[src/design/ibs_pkg.sv]
// Interval break span package: sizes, item types and the table port struct.
// Used by ibs_table, ibs_scan and interval_break_span_unit.
package ibs_pkg;

  localparam int TableDepth = 256;
  localparam int ValueBits  = 32;
  localparam int AddrBits   = $clog2(TableDepth);
  localparam int CountBits  = $clog2(TableDepth + 1);
  localparam int CfgBits    = 9;
  localparam int IndexBits  = 8;

  localparam logic OpLoad  = 1'b0;
  localparam logic OpQuery = 1'b1;

  typedef struct packed {
    logic                        op;
    logic [7:0]                  entry_index;
    logic signed [ValueBits-1:0] break_value;
    logic signed [ValueBits-1:0] low_end;
    logic signed [ValueBits-1:0] high_end;
  } in_item_t;

  typedef struct packed {
    logic [IndexBits-1:0] first_index;
    logic [IndexBits-1:0] last_index;
  } out_item_t;

  typedef struct packed {
    logic                 wr_en;
    logic [AddrBits-1:0]  wr_addr;
    logic [ValueBits-1:0] wr_data;
    logic                 rd_en;
    logic [AddrBits-1:0]  rd_addr;
  } mem_req_t;

endpackage

[src/design/ibs_scan.sv]
// Scan sequencer: accepts items, writes loads to the table and walks the table
// for queries with one shared range comparator. Depends on ibs_pkg.
module ibs_scan (
  input  logic                          clk_i,
  input  logic                          rst_ni,
  input  logic [ibs_pkg::CfgBits-1:0]   break_count_i,
  input  logic                          in_valid_i,
  output logic                          in_ready_o,
  input  ibs_pkg::in_item_t             in_item_i,
  output logic                          out_valid_o,
  input  logic                          out_ready_i,
  output ibs_pkg::out_item_t            out_item_o,
  output ibs_pkg::mem_req_t             mem_req_o,
  input  logic [ibs_pkg::ValueBits-1:0] rd_data_i
);

  typedef enum logic [1:0] {
    StIdle,
    StScan,
    StDone
  } state_e;

  state_e                              state_q, state_d;
  logic [ibs_pkg::CountBits-1:0]       cnt_q, cnt_d;
  logic [ibs_pkg::CountBits-1:0]       limit_q, limit_d;
  logic                                pend_q, pend_d;
  logic [ibs_pkg::AddrBits-1:0]        pend_idx_q, pend_idx_d;
  logic                                found_q, found_d;
  logic [ibs_pkg::AddrBits-1:0]        first_q, first_d;
  logic [ibs_pkg::AddrBits-1:0]        last_q, last_d;
  logic signed [ibs_pkg::ValueBits-1:0] lo_q, lo_d;
  logic signed [ibs_pkg::ValueBits-1:0] hi_q, hi_d;
  logic                                out_valid_q, out_valid_d;
  ibs_pkg::out_item_t                  out_item_q, out_item_d;
  logic                                in_acc;
  logic                                hit;
  logic signed [ibs_pkg::ValueBits-1:0] rd_val;

  assign in_ready_o = (state_q == StIdle);
  assign in_acc     = in_valid_i && in_ready_o;
  assign rd_val     = $signed(rd_data_i);
  assign hit        = (rd_val >= lo_q) && (rd_val <= hi_q);

  always_comb begin
    state_d     = state_q;
    cnt_d       = cnt_q;
    limit_d     = limit_q;
    pend_d      = 1'b0;
    pend_idx_d  = pend_idx_q;
    found_d     = found_q;
    first_d     = first_q;
    last_d      = last_q;
    lo_d        = lo_q;
    hi_d        = hi_q;
    out_valid_d = out_valid_q;
    out_item_d  = out_item_q;

    mem_req_o.wr_en   = 1'b0;
    mem_req_o.wr_addr = ibs_pkg::AddrBits'(in_item_i.entry_index);
    mem_req_o.wr_data = in_item_i.break_value;
    mem_req_o.rd_en   = 1'b0;
    mem_req_o.rd_addr = cnt_q[ibs_pkg::AddrBits-1:0];

    if (out_valid_q && out_ready_i) begin
      out_valid_d = 1'b0;
    end

    case (state_q)
      StIdle: begin
        if (in_acc) begin
          if (in_item_i.op == ibs_pkg::OpLoad) begin
            mem_req_o.wr_en = (int'(in_item_i.entry_index) < ibs_pkg::TableDepth);
          end else begin
            lo_d    = in_item_i.low_end;
            hi_d    = in_item_i.high_end;
            cnt_d   = '0;
            found_d = 1'b0;
            first_d = '0;
            last_d  = '0;
            limit_d = (int'(break_count_i) > ibs_pkg::TableDepth) ?
                      ibs_pkg::CountBits'(ibs_pkg::TableDepth) :
                      ibs_pkg::CountBits'(break_count_i);
            state_d = StScan;
          end
        end
      end
      StScan: begin
        // issue the next read while comparing the previous one
        if (cnt_q < limit_q) begin
          mem_req_o.rd_en = 1'b1;
          pend_d          = 1'b1;
          pend_idx_d      = cnt_q[ibs_pkg::AddrBits-1:0];
          cnt_d           = cnt_q + 1'b1;
        end else if (!pend_q) begin
          state_d = StDone;
        end
        if (pend_q && hit) begin
          if (!found_q) begin
            first_d = pend_idx_q;
          end
          found_d = 1'b1;
          last_d  = pend_idx_q;
        end
      end
      StDone: begin
        if (!out_valid_q || out_ready_i) begin
          out_valid_d            = 1'b1;
          out_item_d.first_index = ibs_pkg::IndexBits'(first_q);
          out_item_d.last_index  = ibs_pkg::IndexBits'(last_q);
          state_d                = StIdle;
        end
      end
      default: begin
        state_d = StIdle;
      end
    endcase
  end

  always_ff @(posedge clk_i or negedge rst_ni) begin
    if (!rst_ni) begin
      state_q     <= StIdle;
      cnt_q       <= '0;
      limit_q     <= '0;
      pend_q      <= 1'b0;
      found_q     <= 1'b0;
      out_valid_q <= 1'b0;
    end else begin
      state_q     <= state_d;
      cnt_q       <= cnt_d;
      limit_q     <= limit_d;
      pend_q      <= pend_d;
      found_q     <= found_d;
      out_valid_q <= out_valid_d;
    end
  end

  always_ff @(posedge clk_i) begin
    pend_idx_q <= pend_idx_d;
    first_q    <= first_d;
    last_q     <= last_d;
    lo_q       <= lo_d;
    hi_q       <= hi_d;
    out_item_q <= out_item_d;
  end

  assign out_valid_o = out_valid_q;
  assign out_item_o  = out_item_q;

  a_cnt_bound: assert property (@(posedge clk_i) disable iff (!rst_ni)
    cnt_q <= limit_q)
    else $error("scan count passed its limit");

  a_pend_in_scan: assert property (@(posedge clk_i) disable iff (!rst_ni)
    pend_q |-> state_q == StScan)
    else $error("read pending outside a scan");

  a_load_no_scan: assert property (@(posedge clk_i) disable iff (!rst_ni)
    in_acc && in_item_i.op == ibs_pkg::OpLoad |=> state_q == StIdle)
    else $error("load item started a scan");

  a_order: assert property (@(posedge clk_i) disable iff (!rst_ni)
    state_q == StDone && found_q |-> first_q <= last_q)
    else $error("first index above last index");

endmodule

[config.mk]
export PLATFORM = sky130hd
export DESIGN_NAME = ibs_scan
export DESIGN_NICKNAME = d
export VERILOG_FILES = /design/src/design/ibs_pkg.sv /design/src/design/ibs_scan.sv
export SDC_FILE = /design/constraint.sdc
export NUM_CORES = 1
export LEC_CHECK = 0
export BUFFER_PORTS_ARGS = -buffer_cell sky130_fd_sc_hd__buf_4
export CAP_MARGIN = 20
export CORE_MARGIN = 10
export CORE_UTILIZATION = 55
export DETAILED_ROUTE_END_ITERATION = 12
export GPL_TIMING_DRIVEN = 0
export PLACE_DENSITY = 0.86
export SYNTH_ARGS = -nofsm -noshare
export SYNTH_HDL_FRONTEND = slang
export SYNTH_SLANG_ARGS = --single-unit
[constraint.sdc]
create_clock -name clk_i -period 6.01 [get_ports clk_i]
set_clock_uncertainty 0.1 [all_clocks]
set_input_delay 0.601 -clock clk_i [delete_from_list [all_inputs] [get_ports clk_i]]
set_output_delay 0.601 -clock clk_i [all_outputs]
set_load 0.03 [all_outputs]
; ---- Word level (Yosys, flattened, before mapping)
; Cells that the tools add are included.
[word_totals]
regBits = 127
elab_cells = 73
[classes]
n_addsub = 1
magnitude_cmp = 4
n_eq_ne = 10
muxes = 30
reduce_logical = 15
[ops]
columns = operator, count
row1 = 8-bit 2-to-1 mux, 5
row2 = 9-bit 2-to-1 mux, 4
row3 = 32-bit >= comparator, 1
row4 = 32-bit less-or-equal comparator, 1
row5 = 8-bit case mux with 2 select lines, 2
row6 = 9-bit case mux with 2 select lines, 1
row7 = "2-bit != test, second input constant", 6
row8 = 1-bit 2-to-1 mux, 11
row9 = 2-bit 2-to-1 mux, 5
row10 = 5-bit AND reduction, 2
row11 = "9-bit by 1-bit adder with 9-bit output, second input constant", 1
row12 = "9-bit greater-than comparator, second input constant", 1
row13 = 9-bit less-than comparator, 1
row14 = 4-bit AND reduction, 2
row15 = 2-bit case mux with 3 select lines, 1
row16 = 1-bit logical AND, 4
row17 = "2-bit by 1-bit != test with 1-bit output, second input constant", 2
row18 = 2-bit AND reduction, 2
row19 = 3-bit AND reduction, 1
row20 = "2-bit by 1-bit == test with 1-bit output, second input constant", 1
row21 = "2-bit == test, second input constant", 1
row22 = 2-bit logical NOT, 1
row23 = 1-bit case mux with 2 select lines, 1
row24 = 2-bit nonzero test, 1
row25 = 2 further kinds, 2

; ---- Depth between registers and ports, before layout
; Gate-level depths: netlist of run 1.
[logic_depth]
depth_word = 5
ltp_mapped = 10
depth_no_buf = 9

; ---- Worst setup path after synthesis of run 1
; No wires, ideal clock.
[synth_timing]
path_type = register -> register
from = register state_q[0]
to = register hi_q[0] in the netlist's numbering, enable pin
setup_ps = 451
arrival_time_ps = 3295
required_ps = 5459
path_slack_ps = 2164
path_stages_with_launch = 5
n_path_buf = 1
synth_period_minus_slack_ps = 3846
cell_sequence = dfrtp_1 -> nor2_1 -> nand3_1 -> clkinv_1 -> clkbuf_1
[synth_between]
elab_chain_len = 3
[synth_lines]
columns = element, line_no
row1 = from (decl), ibs_scan.sv:23  ; state_e state_q, state_d;
row2 = from (signal assigned), ibs_scan.sv:121  ; state_q <= StIdle;
row3 = from (signal assigned), ibs_scan.sv:128  ; state_q <= state_d;
row4 = 2-bit logical NOT *, ibs_scan.sv:39  ; assign in_ready_o = (state_q == StIdle);
row5 = named net in_ready_o, ibs_scan.sv:8  ; output logic in_ready_o,
row6 = 1-bit logical AND, ibs_scan.sv:40  ; assign in_acc = in_valid_i && in_ready_o;
row7 = 3-bit AND reduction (no line) *, -
row8 = to (signal assigned), ibs_scan.sv:142  ; hi_q <= hi_d;
row9 = to (decl), ibs_scan.sv:32  ; logic signed [ibs_pkg::ValueBits-1:0] hi_q, hi_d;
; Mark *: on every way through the listed nets, which the timed path passes. The rest lies on a longest branch.
; A chain may end at the register's enable or synchronous reset.

; ---- Worst setup path in the final report of run 1
[layout_timing]
from = register cnt_q[5] in the netlist's numbering
to = output port mem_req_o[8] in the netlist's numbering
[layout_between]
elab_chain_len = 3
[layout_lines]
columns = element, line_no
row1 = from (decl), ibs_scan.sv:24  ; logic [ibs_pkg::CountBits-1:0] cnt_q, cnt_d;
row2 = from (signal assigned), ibs_scan.sv:129  ; cnt_q <= cnt_d;
row3 = 9-bit less-than comparator, ibs_scan.sv:89  ; if (cnt_q < limit_q) begin
row4 = 1-bit 2-to-1 mux (2 in a row), -
row5 = to (decl), ibs_scan.sv:13  ; output ibs_pkg::mem_req_t mem_req_o,
; Every way passes these cells.

==> results.md, run 1 <==
* Main synth FF type: edfxtp_1
* Global-route wire length before repair at between 20,000 and 25,000 µm
* Post-synth EDFFs at ~100
* Crit start category: flop
* Synth unique cells at 46
* RSZ-0062 raised after global routing: no
* CTS buffer count at 17
* Initial core utilization at between 50% and 60%
* CTS resizes at 0
* PD cells at roughly 360 nW/µm²
* Pin count of the biggest net entering global routing at 74
* Vias/cell at around 5.3
* Clk Latency, worst-skew pair at around 0.4 ns
* Mapped Area at around 6400 µm²
* Total GRT Usage at roughly 19%
* Chip height at roughly 130 µm
* Area grow syn2layout at 33.6%
* Critical path type: reg -> out
* Setup Viol. Count Final at 0
* Clock root buffer: clkbuf_16
* Wire length per cell at approximately 18 µm
* Antenna violations before repair at 0
* Clock buffer depth at 2
* Req. time, crit path at roughly 5.3 ns
* H-Tree Depth at 4
* Hold WC Path Type: in -> reg
* Vias in the first global route at 5,010
* CTS Sinks at 127
* Post-layout net count at between 900 and 1,000
* Setup Buffers After CTS at 0
* Overflow left after global routing at 0
* Mapped Nets at roughly 740
* Critical Path AT at approximately 2.7 ns
* Most frequent cells in the layout: 227 x buf_4, 104 x edfxtp_1, 74 x inv_1
* Die Wd at around 130 µm
* P_leak at just under 4 nW
* Final ANT Viol Nets at 0
* Peak Freq at around 0.30 GHz
* Routed WL at about 16,000 µm
* Peak VDD IR at roughly 0.24 mV
* Via count at 4,595
* Reg2Reg Depth at 8
* Crit Path Max Fanout at 14
* Pins over their slew limit at 0
* Yosys warnings at 0
* Max-cap violations at 0
* Max_slew headroom at a little under two fifths
* Cells after Synth at a little over 500
* Most common cell after layout, fill and taps aside: buf_4
* CP Capture Type: output pin
* Least-Margin Pin Slew at ~0.94 ns
* Setup TNS at 0 ns
* Final hold vios at 0
* Drt initial violations at 260
* Row cnt at 39
* Placed Instance Area at just under 8000 µm²
* Ant. Diodes at 0
* CTS tree: built
* Core region area at 11,400 µm²
* DIE AREA at approximately 16,000 µm²
* Hold Path Depth at 1
* # IOs at between 200 and 250
* Outcome: complete, no violations
* Clock slew at reported path FFs at approximately 0.060 ns
* Fin crit share at 56.2%
* Residual DRC at 0
* Register area share after synthesis at 57.9%
* Async SR Flop Fraction at between 15 and 20%
* #FFs+latches synth at 127
* Routability cong. at around 0.86
* Dpl hpwl at approximately 13,000 µm
* Cell area after layout at roughly 8500 µm²
* Tmin final at between 3 and 4 ns
* Layout cells sized above 1 at a little over a third
* Syn Area/Cell at approximately 12 µm²
* IO Port Bufs at around 180
* Drt first pass iters at 7
-- cells in the mapped netlist, types with 4 or more instances --
library cell	n	area, µm²
nor2_1	11	41.3
nand3b_1	8	60.1
edfxtp_1	104	3120
nand2_1	35	131
inv_1	74	278
a21oi_1	22	110
nand4_1	12	75.1
buf_4	50	375
o211ai_1	4	30.0
nor3_1	5	25.0
and2_1	9	56.3
mux2i_1	5	50.1
nand2b_1	7	43.8
nor2b_1	4	25.0
o21ai_0	25	125
nand3_1	10	50.1
ha_1	73	913
dfrtp_1	23	576
-- per-stage QoR --
step | utilization [%] | setup slack (ns) | instances | hold WS, ns | power [mW]
final | 75.0 | 2.63 | 873 | 0.259 | 3.09
after global placement | 69.4 | 1.68 | 839 | 0.304 | 2.01
after floorplan | - | 2.16 | 519 | 0.205 | 1.76
after CTS | 75.0 | 2.60 | 873 | 0.246 | 3.11
after global routing | 75.0 | 2.42 | 873 | 0.245 | 3.24
after detailed placement | 69.5 | 2.35 | 840 | 0.307 | 2.06
-- worst max-delay path, stage by stage (launching register included) --
cell,delay [ns]
dfrtp_1,0.47
ha_1,0.37
a21o_1,0.19
a21oi_1,0.16
o211ai_1,0.12
a31o_1,0.25
buf_4,0.18
inv_2,0.22
buf_4,0.16
buf_4,0.14
-- registers in the layout, indices dropped and copies added, names as in the netlist --
signal / count
lo_q: 32
out_item_o: 16
first_q: 8
limit_q: 9
pend_idx_q: 8
hi_q: 32
found_q: 1
pend_q: 1
state_q: 2
last_q: 8
cnt_q: 9
out_valid_o: 1
-- path summary, 6_finish.rpt --
kind,startpoint,endpoint,slack (ns)
worst max-delay path,cnt_q[5],mem_req_o[8],2.63
worst min-delay path,in_item_i[31],hi_q[31],0.26
worst max register to register,hi_q[12],first_q[0],2.76
worst min register to register,last_q[1],out_item_o[1],0.32
max in group asynchronous,rst_ni,state_q[0],5.05
min in group asynchronous,rst_ni,cnt_q[4],0.52
-- layout make-up --
cell class,count,area (µm²)
multi-input combinational,263,2010
clock buffer,17,425
inverter,76,285
buffer,53,390
fill,716,2840
timing repair buffer,179,1350
sequential,127,3700
tap,143,179
clock inverter,15,188
-- where the power goes --
part	internal, mW	switching, mW
clock	0.657	0.392
combinational	0.322	0.465
sequential	1.17	0.0809
total	2.15	0.938
-- layer usage --
metal	track usage, %	routed length (µm)	up-vias
met5	0	0	-
met4	8.68	364	0
met3	7.03	1410	28
met2	34.9	8610	190
met1	19.2	5750	2179
li1	-	-	2198
-- timing repair --
item,in CTS,in global routing
hold buffers,1,0
hold endpoints to repair,23,0
endpoints found under the setup margin,0,0
-- cell families (layout without fill, tap and decap cells) --
group                    count (synthesis)  in the layout  synth area share [%]
multiplexers                             5              5                 0.784
adder cells (fa/ha/maj)                 73             73                  14.3
AND/OR/NAND/NOR                        108            108                  8.99
flip-flops                             127            127                  57.9
buffers and inverters                  129            340                  10.5
AO/OA/AOI/OAI                           77             77                  7.47
(Power assumes the default switching activity.)
==> run 2: changes to the inputs <==
--- a/config.mk
+++ b/config.mk
@@ -5,13 +5,14 @@
 export SDC_FILE = /design/constraint.sdc
 export NUM_CORES = 1
 export LEC_CHECK = 0
+export ABC_AREA = 1
 export BUFFER_PORTS_ARGS = -buffer_cell sky130_fd_sc_hd__buf_4
 export CAP_MARGIN = 20
 export CORE_MARGIN = 10
-export CORE_UTILIZATION = 55
+export CORE_UTILIZATION = 46
 export DETAILED_ROUTE_END_ITERATION = 12
 export GPL_TIMING_DRIVEN = 0
-export PLACE_DENSITY = 0.86
+export PLACE_DENSITY = 0.77
 export SYNTH_ARGS = -nofsm -noshare
 export SYNTH_HDL_FRONTEND = slang
 export SYNTH_SLANG_ARGS = --single-unit
==> constraint.sdc (replaced) <==
create_clock -name clk_i -period 2.8 [get_ports clk_i]
set_clock_uncertainty 0.1 [all_clocks]
set_input_delay 0.28 -clock clk_i [delete_from_list [all_inputs] [get_ports clk_i]]
set_output_delay 0.28 -clock clk_i [all_outputs]
set_load 0.03 [all_outputs]
==> run 2 against run 1 <==
Effect of this change:
- hold slack worse by 0.24 ns
- power up 130%
- critical path depth down 1
- core utilization down 7.2 points
- critical endpoint unchanged
- largest cell class unchanged
==> results.md, run 2 <==
* Total GRT Usage at 16.7% (-2.6 points)
* #FFs+latches synth at 127 (unchanged)
* Most frequent cells in the layout: 232 x buf_4, 104 x edfxtp_1, 103 x inv_1
* Register area at 3700 µm² (unchanged)
* Main synth FF type: edfxtp_1
* Dpl hpwl at 12,100 µm (-5.7%)
* Pre-CTS setup slack at 0.136 ns (-2.21 ns)
* CTS tree: built
* Area grow syn2layout at 43.7%
* IO Port Bufs at 177 (unchanged)
* PD cells at 743 nW/µm² (+110%)
* Initial core utilization at 47.2% (-9.0 points)
* Top delay family on crit path: buffers and inverters
* Pins over their slew limit at 0 (unchanged)
* Clock root buffer: clkbuf_16
* Finished Core Util at 67.8% (-7.2 points)
* Post-synth EDFFs at 104 (unchanged)
* Footprint of the multi-input gates at 2100 µm² (+4.3%)
* Cells after Synth at 603 (+16%)
* Core region area at 14,000 µm² (+23%)
* Routed WL at 16,800 µm (+4.1%)
* CP Cell Sequence: ha_1, inv_1, o31ai_1, nand2_1, nand4_2, clkinvlp_4, buf_4, buf_4
* Fin Hold WS at 0.0165 ns (-0.242 ns)
* DIE AREA at 19,500 µm² (+20%)
* Non-filler cells, final at 1,067 (+22%)
* Tmin final at 2.64 ns
* Overflow left after global routing at 0 (unchanged)
* Register area share after synthesis at 56.0% (-1.9 points)
* Placed insts at 961 (+14%)
* Fin crit share at 94.2%
* Layout cells sized above 1 at 32.5% (-3.6 points)
* Global-route wire length before repair at 25,900 µm (+4.3%)
* Async SR Flop Fraction at 18.1% (unchanged)
* Clock buffer depth at 2 (unchanged)
* Placed Instance Area at 8170 µm² (+3.3%)
* Hold WC Path Type: in -> reg
* PnR Total Power at 7.05 mW (+130%)
* Row cnt at 43 (+10%)
* Max-cap violations at 0 (unchanged)
* Clock slew at reported path FFs at 0.06 ns (about the same)
* Peak VDD IR at 0.473 mV (+98%)
* CTS Sinks at 127 (unchanged)
* Routability cong. at 0.815 (-5.5%)
* Pin count of the biggest net entering global routing at 74 (unchanged)
* Final hold vios at 0 (unchanged)
* Via count at 4,946 (+7.6%)
* Max_slew headroom at 38.5% (+1.3 points)
* Syn Area/Cell at 10.9 µm² (-11%)
* CP Capture Type: output pin
* Drt initial violations at 257 (-1.2%)
* P_leak at 4.56 nW (+15%)
* Chip height at 140 µm (+9.4%)
* Most instantiated cells after synthesis: 104 x edfxtp_1, 104 x inv_1, 89 x nand2_1
* Vias/cell at 4.64 (-12%)
* Die Wd at 140 µm (+9.4%)
* Synth top area share at 47.3% (-1.6 points)
* Clk Latency, worst-skew pair at 0.42 ns (about the same)
* Wire length per cell at 15.7 µm (-15%)
* Req. time, crit path at 2.42 ns (-2.89 ns)
* Least-Margin Pin Slew at 0.923 ns (-0.0201 ns)
* Outcome: complete, no violations
* Post-route setup slack at 0.162 ns (-2.47 ns)
* RSZ-0062 raised after global routing: no
* Mapped Nets at 826 (+11%)
* Final ANT Viol Nets at 0 (unchanged)
* Peak Freq at approximately 0.38 GHz
* Cell area after layout at 9490 µm² (+11%)
* # IOs at 218 (unchanged)
* Area contributors post-synth: edfxtp_1 47%, ha_1 14%, dfrtp_1 8.7%, inv_1 5.9%, buf_4 5.6%
* Crit Path Max Fanout at 5 (-9)
* Area leader, netlist: edfxtp_1
* CP max stage delay at 0.45 ns (-0.02 ns)
* Drt first pass iters at 5 (-2)
* Crit start category: flop
* Setup Viol. Count Final at 0 (unchanged)
* Vias in the first global route at 5,076 (+1.3%)
* Critical Path AT at 2.26 ns (-0.42 ns)
* Mapped Area at 6600 µm² (+3.4%)
* Top cell by count, worst path: buf_4
* Synth unique cells at 35 (-24%)
* H-Tree Depth at 4 (unchanged)
* Residual DRC at 0 (unchanged)
* Buffers and inverters on the worst path at 4 (unchanged)
* Most common cell after layout, fill and taps aside: buf_4
* Slowest-stage cell, CP: dfrtp_1
* Setup TNS at 0 ns (unchanged)
* Antenna violations before repair at 2 (+2)
* Critical path type: reg -> out
* CTS buffer count at 17 (unchanged)
* Yosys warnings at 0 (unchanged)
* Fillers at 1,024 (+43%)
* Post-layout net count at 1,095 (+16%)
==> run 2: logic make-up (layout without fill, tap and decap cells) <==
kind of cell | Yosys count | in the layout | share of synthesized area (%)
compound gates | 75 | 75 | 6.23
xor+xnor | 2 | 2 | 0.265
fa+ha+maj | 73 | 73 | 13.8
buf+inv | 162 | 444 | 12.3
flops | 127 | 127 | 56.0
other cells | 0 | 2 | 0
simple gates | 164 | 164 | 11.4
==> run 2: worst min-delay path, stage by stage <==
cell     delay, ns
buf_4         0.09
nand3_1       0.07
o21ai_1       0.07
==> run 2: area by class of cell <==
cell class,count,area share (%)
buffer,52,4.22
timing repair buffer,250,21.6
clock inverter,12,1.44
antenna,2,0.0528
inverter,110,4.39
multi-input combinational,314,22.1
sequential,127,39.0
clock buffer,20,4.81
tap,180,2.37
==> run 2: what timing repair did <==
| action | CTS | global route |
|---|---|---|
| buffers inserted | 0 | 4 |
| hold buffers | 68 | 0 |
| endpoints found under the setup margin | 0 | 9 |
| endpoints found under the hold margin | 90 | 0 |
| resized for setup | 0 | 2 |
==> run 2: power by group <==
group	total (mW)	switching (mW)	leakage, nW	internal, mW
Combinational	2.11	1.25	3.01	0.861
Sequential	2.75	0.167	1.27	2.58
Clock	2.18	0.824	0.283	1.36
Total	7.05	2.24	4.56	4.81
==> run 2: layer usage <==
metal,track usage [%],part of all wire (%)
met1,19.1,41
met2,28.2,51
met3,4.90,6.0
met4,7.55,2.2
met5,0,0
==> run 2: path summary, 6_finish.rpt <==
check                                      start             to  slack (ns)  cells past startpoint
max in group asynchronous                 rst_ni        found_q        2.15                      2
min in group asynchronous                 rst_ni    out_valid_o        0.21                      2
worst max register to register          hi_q[27]      last_q[7]        0.27                     11
worst min register to register         last_q[5]  out_item_o[5]        0.32                      0
worst max-delay path                    cnt_q[4]   mem_req_o[8]        0.16                      8
worst min-delay path            break_count_i[4]     limit_q[4]        0.02                      3
==> run 3: changes to the inputs <==
--- a/config.mk
+++ b/config.mk
@@ -9,10 +9,9 @@
 export BUFFER_PORTS_ARGS = -buffer_cell sky130_fd_sc_hd__buf_4
 export CAP_MARGIN = 20
 export CORE_MARGIN = 10
-export CORE_UTILIZATION = 46
+export CORE_UTILIZATION = 25
 export DETAILED_ROUTE_END_ITERATION = 12
 export GPL_TIMING_DRIVEN = 0
-export PLACE_DENSITY = 0.77
 export SYNTH_ARGS = -nofsm -noshare
 export SYNTH_HDL_FRONTEND = slang
 export SYNTH_SLANG_ARGS = --single-unit
==> run 3 against run 2 <==
Effect of this change:
- non-clock buffer count decreased by 1
- critical path type unchanged
- die area rose by 70%
- via count fell by 2.1%
- largest cell class unchanged
==> results.md, run 3 (synthesized netlist as in run 2, its figures left out) <==
* PD cells at 725 nW/µm² (-2.4%)
* CP Capture Type: output pin
* Antenna violations before repair at 0 (-2)
* Routability cong. at 0.786 (-3.6%)
* R2r endpoint: first_q[5]
* Req. time, crit path at 2.42 ns (about the same)
* Final hold vios at 0 (unchanged)
* Layout cells sized above 1 at 32.7% (+0.15 points)
* Total GRT Usage at 10.4% (-6.3 points)
* DIE AREA at 33,300 µm² (+70%)
* Ant. Diodes at 0 (-2)
* Fillers at 2,526 (+150%)
* R2R Path Start: lo_q[23]
* Reg2Reg Setup Slack at 0.32 ns (+0.05 ns)
* Tmin final at 2.62 ns (-0.0176 ns)
* Routed WL at 17,200 µm (+2.4%)
* Max_slew headroom at 45.7% (+7.2 points)
* Max-cap violations at 0 (unchanged)
* Placed insts at 1,117 (+16%)
* Crit path from: cnt_q[3]
* Setup crit end: mem_req_o[8]
* Vias in the first global route at 5,218 (+2.8%)
* Area grow syn2layout at 47.0%
* Fin crit share at 93.6% (-0.63 points)
* RSZ-0062 raised after global routing: no
* Clk Latency, worst-skew pair at 0.42 ns (about the same)
* Post-layout net count at 1,094 (-0.091%)
* Pin count of the biggest net entering global routing at 70 (-5.4%)
* Clock buffer depth at 2 (unchanged)
* P_leak at 4.57 nW (+0.20%)
* H-Tree Depth at 4 (unchanged)
* CTS tree: built
* Clock slew at reported path FFs at 0.07 ns (about the same)
* Crit start category: flop
* Global-route wire length before repair at 27,300 µm (+5.4%)
* Pins over their slew limit at 0 (unchanged)
* CTS Sinks at 127 (unchanged)
* Row cnt at 59 (+37%)
* Crit Path Max Fanout at 7 (+2)
* Residual DRC at 0 (unchanged)
* Drt initial violations at 175 (-32%)
* Least-Margin Pin Slew at 0.812 ns (-0.111 ns)
* Initial core utilization at 25.3% (-22 points)
* Reg2Reg Depth at 13 (+2)
* Overflow left after global routing at 0 (unchanged)
* Pre-CTS setup slack at -0.00462 ns (-0.140 ns)
* Critical path type: reg -> out
* Non-filler cells, final at 1,219 (+14%)
* Clock root buffer: clkbuf_16
* Wire length per cell at 14.1 µm (-10%)
* Post-route setup slack at 0.180 ns (+0.0176 ns)
* Outcome: complete, no violations
* Core region area at 26,100 µm² (+86%)
* CTS buffer count at 17 (unchanged)
* Most frequent cells in the layout: 228 x buf_4, 104 x edfxtp_1, 103 x inv_1
* Dpl hpwl at 13,400 µm (+11%)
* Critical Path AT at 2.24 ns (-0.02 ns)
* Most common cell after layout, fill and taps aside: buf_4
* Via count at 4,841 (-2.1%)
* Min-delay src: break_count_i[2]
* Drt first pass iters at 4 (-1)
* Final ANT Viol Nets at 0 (unchanged)
* # IOs at 218 (unchanged)
* Setup Viol. Count Final at 0 (unchanged)
* Vias/cell at 3.97 (-14%)
* Peak VDD IR at 0.287 mV (-39%)
* Peak Freq at 0.382 GHz (+0.67%)
* Die Wd at 183 µm (+31%)
* Register area at 3700 µm² (unchanged)
* Hold WC Path Type: in -> reg
* Footprint of the multi-input gates at 2100 µm² (+0.12%)
* IO Port Bufs at 177 (unchanged)
* Chip height at 183 µm (+31%)
-- run 3: cell type report --
type	count	share of cell area, %
timing repair buffer	249	21.4
buffer	52	4.12
tap	335	4.32
sequential	127	38.1
multi-input combinational	314	21.7
inverter	110	4.29
clock inverter	15	1.73
clock buffer	17	4.38
-- run 3: through the flow --
| step | TNS [ns] | utilization, % | power [mW] | cell area, µm² | hold WS, ns |
|---|---|---|---|---|---|
| 4_1_cts | 0 | 37.2 | 7.14 | 9680 | 0.00203 |
| 3_3_place_gp | -6.65 | 32.0 | 4.73 | 8350 | 0.102 |
| 6_report | 0 | 37.2 | 7.04 | 9710 | 0.0201 |
| 2_1_floorplan | 0 | - | 4.07 | 6600 | -0.116 |
| 5_1_grt | 0 | 37.2 | 7.51 | 9710 | 0.0115 |
| 3_5_place_dp | -0.0318 | 32.2 | 4.81 | 8390 | 0.105 |
-- run 3: worst min-delay path by stage --
stage / end / slack [ns] / cells after the start
floorplan: cnt_q[0] / -0.12 / 0
global placement: cnt_q[1] / 0.10 / 1
detailed placement: cnt_q[4] / 0.10 / 1
CTS: limit_q[4] / 0.002 / 3
global route: limit_q[2] / 0.01 / 3
finish: limit_q[2] / 0.02 / 3
-- run 3: power breakdown --
group	internal [mW]	total (mW)	switching, mW
Sequential	2.58	2.74	0.164
Combinational	0.861	2.12	1.26
Clock	1.20	2.18	0.985
Total	4.63	7.04	2.41
-- run 3: what timing repair did --
item | in CTS | in global routing
setup endpoints to repair | 3 | 16
endpoints found under the hold margin | 90 | 0
setup buffers | 1 | 1
gates resized for setup | 2 | 1
hold buffers | 68 | 0
pin swaps | 0 | 1
-- run 3: worst max-delay path, stage by stage, from the launching register on --
cell,delay [ns]
dfrtp_1,0.46
ha_1,0.33
inv_2,0.04
nor3_1,0.21
o211ai_1,0.14
nand4_2,0.20
clkinvlp_4,0.15
buf_4,0.14
buf_4,0.16
-- run 3: per-layer routing --
layer / up-vias / GRT usage (%) / share of wire [%]
li1: 2508 / - / -
met1: 2236 / 11.6 / 40
met2: 81 / 18.9 / 55
met3: 16 / 2.49 / 3.6
met4: 0 / 3.42 / 1.4
met5: - / 0 / 0
